<file path="config.mk">
export PLATFORM = sky130hd
export DESIGN_NAME = rbf_ctrl
export DESIGN_NICKNAME = d
export VERILOG_FILES = /design/src/sv/rbf_pkg.sv /design/src/sv/rbf_ctrl.sv
export SDC_FILE = /design/constraint.sdc
export NUM_CORES = 1
export LEC_CHECK = 0
export ABC_CLOCK_PERIOD_IN_PS = 1750
export BUFFER_PORTS_ARGS = -buffer_cell sky130_fd_sc_hd__buf_2
export CAP_MARGIN = 5
export CORE_MARGIN = 5
export CORE_UTILIZATION = 53
export CTS_BUF_LIST = sky130_fd_sc_hd__clkbuf_8
export CTS_CLUSTER_SIZE = 24
export DETAILED_ROUTE_END_ITERATION = 16
export GPL_TIMING_DRIVEN = 0
export PLACE_DENSITY = 0.89
export SYNTH_ARGS = -nofsm -noshare
export SYNTH_HDL_FRONTEND = slang
export SYNTH_SLANG_ARGS = --single-unit
</file>
<file path="constraint.sdc">
create_clock -name clk -period 1.75 [get_ports clk]
set_input_delay 0.35 -clock clk [delete_from_list [all_inputs] [get_ports clk]]
set_output_delay 0.35 -clock clk [all_outputs]
set_load 0.05 [all_outputs]
</file>
<file path="src/sv/rbf_pkg.sv">
package rbf_pkg;

  typedef enum logic [2:0] {
    ST_IDLE,
    ST_READ,
    ST_RUN,
    ST_DRAIN,
    ST_OUT
  } rbf_state_t;

  localparam logic OP_LOAD     = 1'b0;
  localparam logic OP_CLASSIFY = 1'b1;

  localparam int unsigned CFG_GAMMA  = 0;
  localparam int unsigned CFG_ACTIVE = 1;

  localparam logic [16:0] LOG2E_Q16 = 17'd94548;

  // Pipeline depth of the per-entry datapath, from table read to accumulate.
  localparam int unsigned PIPE_DEPTH = 7;

  typedef struct packed {
    logic start;    // clear accumulator
    logic issue;    // entry read issued this cycle
    logic capture;  // query capture
  } rbf_cmd_t;

  typedef struct packed {
    logic busy;     // entries still in flight
  } rbf_stat_t;

  function automatic logic [16:0] pow2_frac(input logic [4:0] k);
    logic [16:0] v;
    begin
      case (k)
        5'd0:    v = 17'd65536;
        5'd1:    v = 17'd62757;
        5'd2:    v = 17'd60097;
        5'd3:    v = 17'd57549;
        5'd4:    v = 17'd55109;
        5'd5:    v = 17'd52773;
        5'd6:    v = 17'd50535;
        5'd7:    v = 17'd48393;
        5'd8:    v = 17'd46341;
        5'd9:    v = 17'd44453;
        5'd10:   v = 17'd42495;
        5'd11:   v = 17'd40693;
        5'd12:   v = 17'd38968;
        5'd13:   v = 17'd37316;
        5'd14:   v = 17'd35734;
        5'd15:   v = 17'd34219;
        5'd16:   v = 17'd32768;
        default: v = 17'd0;
      endcase
      return v;
    end
  endfunction

endpackage

</file>
<file path="src/sv/rbf_ctrl.sv">
module rbf_ctrl
  import rbf_pkg::*;
#(
  parameter int unsigned CW = 6,
  parameter int unsigned AW = 5
) (
  input  logic          clk,
  input  logic          rst_n,
  input  logic          go,
  input  logic [CW-1:0] count,
  input  logic          out_taken,
  input  rbf_stat_t     stat,
  output rbf_cmd_t      cmd,
  output logic [AW-1:0] rd_addr,
  output logic          idle,
  output logic          out_pending
);

  rbf_state_t    state_r, state_nxt;
  logic [CW-1:0] left_r, left_nxt;
  logic [AW-1:0] addr_r, addr_nxt;

  always_ff @(posedge clk) begin
    if (!rst_n) begin
      state_r <= ST_IDLE;
      left_r  <= '0;
      addr_r  <= '0;
    end else begin
      state_r <= state_nxt;
      left_r  <= left_nxt;
      addr_r  <= addr_nxt;
    end
  end

  always_comb begin
    state_nxt = state_r;
    left_nxt  = left_r;
    addr_nxt  = addr_r;
    unique case (state_r)
      ST_IDLE: begin
        if (go) begin
          left_nxt  = count;
          addr_nxt  = '0;
          state_nxt = (count == '0) ? ST_DRAIN : ST_RUN;
        end
      end
      ST_RUN: begin
        addr_nxt = addr_r + AW'(1);
        left_nxt = left_r - CW'(1);
        if (left_r == CW'(1)) state_nxt = ST_DRAIN;
      end
      ST_DRAIN: begin
        if (!stat.busy) state_nxt = ST_OUT;
      end
      ST_OUT: begin
        if (out_taken) state_nxt = ST_IDLE;
      end
      default: state_nxt = ST_IDLE;
    endcase
  end

  always_comb begin
    cmd         = '0;
    idle        = 1'b0;
    out_pending = 1'b0;
    rd_addr     = addr_r;
    unique case (state_r)
      ST_IDLE: begin
        idle        = 1'b1;
        cmd.start   = go;
        cmd.capture = go;
      end
      ST_RUN:   cmd.issue = 1'b1;
      ST_DRAIN: ;
      ST_OUT:   out_pending = 1'b1;
      default:  ;
    endcase
  end

endmodule

</file>
==> results.md <==
* Outcome: finished clean
* Fin. Hold Viols at 0
* Synth Flop Type: dfxtp_1
* Placer Congestion at around 0.8
* TritonCTS buffer count at 3
* GRT Total Usage at between 10% and 20%
* Final Util at around 73%
* CTS tree: done
* WHS at ~0.40 ns
* Total wire length at 2.10 mm
* Worst R2R Path Depth at 5
* Std cell rows at 14
* Class of the worst hold path: input pin to register
* Synthesized cell area at slightly above 800 um2
* Full die area at roughly 0.0024 mm2
* Inserted Diodes at 0
* Sink Count at 14
* Core ar. at 0.00147 mm2
* Arrival time worst endpoint at around 1.4 ns
* Cell variety after synth at 35
* Cell Pwr Density at about 940 mW/mm2
* Worst reg2reg endpoint: left_r[3]
* Final setup viols at 0
* Max Freq at around 590 MHz
* DR WL/cell at 14.8 um
* Share of layout cells above drive strength 1 at roughly a third
* Port buffer count at 20
* Hold Path Sink: left_r[3]
* Gr ovfl total at 0
* FF-to-FF setup slack at 0.11 ns
* Quantity of hold-fixing buffers added after cts at 0
* # nets final at 141
* Critical-path maximum fanout at 6
* Most frequent cells in the layout: buf_2 (17), dfxtp_1 (12), nand3_1 (10)
* Synth warn at 0
* Crit Path Class: register to output port
* Vias in the first global route at 796
* Die height at around 50 um
* Antenna-violating nets left at 0
* CTS root buf: clkbuf_8
* R2r startpoint: state_r[2]
* Slew HR at about three quarters
* Worst-path clk slew at around 0.060 ns
* Post-Synth Simple-Gate Area at between 20% and 30%
* Fillers at 111
* Clock buffer depth at 2
* Global-route wire length before repair at about 3.4 mm
* Synth Area in XOR/XNOR at 0%
* Avg Cell Area, Syn at approximately 8.2 um2
* Initial Utilization at 54.7%
* Worst clock skew at roughly 0.0025 ns
* Min Tclk post-route at between 1.5 and 2 ns
* DR pass1 iterations at 4
* Drt via density at 5.80
* Area grow syn2layout at 33.7%
* Ys async rst share at 0%
* Worst-margin pin slew at between 0.3 and 0.4 ns
* Cells after Synth at 98
* Most common cell after layout, fill and taps aside: buf_2
* DRC violations left at 0
* Width of the die at just under 50 um
* Ports at 21
* Max VDD drop at about 740 uV
* Max Slew Vio Count at 0
* Dpl hpwl at 1.48 mm
* MaxCap Viol Count at 0
* Initial antenna violation count at 0
* Iteration-0 DRC Markers at 19
* Lkg Pwr at approximately 0.5 nW
* Min-delay src: count[3]
* Yosys reg bits at 14
* Adder-Cell Fraction of Synth Area at under 10%
* Maximum level of the CTS H-tree at 1
* Setup crit end kind: output port
* Largest family of logic cells by synthesized area: simple AND/OR/NAND/NOR gates
* Syn_nets at around 110
* Sequential area share after synthesis at between 30% and 40%
* Synth Area in Compound Gates at between 20% and 30%
* Post-synth EDFFs at 0
* DR vias at roughly 820
* Cell count of the worst hold path at 3
* Critical Path RT at ~1.4 ns
* Startpoint Class: register
* Final Cycle Share at 96.9%
* Worst-Skew Late Latency at ~0.25 ns
* Largest net degree at the start of global routing at 11
* Post-synthesis mux area share at under 10%
layer usage:
layer	routed length (um)	global-route usage [%]	vias up
met5	0	0	-
met4	53	6.28	0
met3	132	4.59	6
met2	1050	30.2	27
met1	862	19.6	382
li1	-	-	408
flip-flops by register name, indices dropped and copies added (netlist names):
signal,count
rd_addr,5
left_r,6
state_r,3
worst max-delay path by stage:
stage / from / end / slack (ns) / cells past startpoint
after floorplan: state_r[1] / cmd[2] / -0.25 / 5
after global placement: state_r[0] / cmd[1] / -0.03 / 5
after detailed placement: state_r[0] / cmd[1] / -0.05 / 5
after CTS: state_r[0] / cmd[1] / -0.02 / 5
after global routing: state_r[1] / cmd[2] / -0.01 / 6
final: state_r[2] / cmd[1] / 0.05 / 4
through the flow:
| stage | total power, mW | setup TNS [ns] | setup WS, ns | cells | cell area (um2) |
|---|---|---|---|---|---|
| final | 1.01 | 0 | 0.0539 | 142 | 1080 |
| after global routing | 1.07 | -0.00958 | -0.00958 | 142 | 1080 |
| after CTS | 1.01 | -0.0229 | -0.0229 | 141 | 1060 |
| after detailed placement | 0.665 | -0.0474 | -0.0474 | 134 | 947 |
| after global placement | 0.653 | -0.0349 | -0.0349 | 134 | 947 |
| after floorplan | 0.596 | -0.250 | -0.250 | 98 | 827 |
logic make-up (layout without fill, tap and decap cells):
group           after synthesis  in the layout
simple gates                 44             44
compound gates               26             26
flops                        14             14
buf+inv                      10             38
fa+ha+maj                     3              3
mux                           1              1
cell usage after synthesis, types with 2 or more instances:
cell       instances  area [um2]
nor2b_1            4        25.0
nand2_1            9        33.8
inv_1              5        18.8
nor3_1             4        20.0
buf_4              2        15.0
a21oi_1            3        15.0
a2bb2oi_1          2        17.5
nand3_1           10        50.1
clkbuf_1           2        7.51
o211a_1            3        30.0
nor2_1             6        22.5
o21ai_0            4        20.0
nand4_1            2        12.5
o2bb2ai_1          2        17.5
a21boi_0           4        30.0
and2_1             2        12.5
dfxtp_1           14         280
ha_1               3        37.5
layout make-up:
| class | count | area, um2 | area share (%) |
|---|---|---|---|
| Multi-Input combinational cell | 74 | 502 | 46.6 |
| Tap cell | 16 | 20.0 | 1.86 |
| Timing Repair Buffer | 25 | 156 | 14.5 |
| Buffer | 4 | 30.0 | 2.79 |
| Sequential cell | 14 | 288 | 26.7 |
| Inverter | 5 | 25.0 | 2.33 |
| Clock buffer | 4 | 55.1 | 5.12 |
where the power goes:
part	internal, mW	switching [mW]
Combinational	0.133	0.188
Sequential	0.346	0.0292
Clock	0.199	0.116
what timing repair did:
item / 4_1_cts / 5_1_grt
setup endpoints to repair: 3 / 4
setup buffers: 3 / 2
pin swaps: 0 / 2
gates resized for setup: 13 / 6
critical path, stage by stage (launching register included):
cell and delay (ns):
dfxtp_4 0.37, or3b_1 0.38, buf_6 0.14, inv_4 0.07, buf_8 0.14
(Power assumes the default switching activity.)
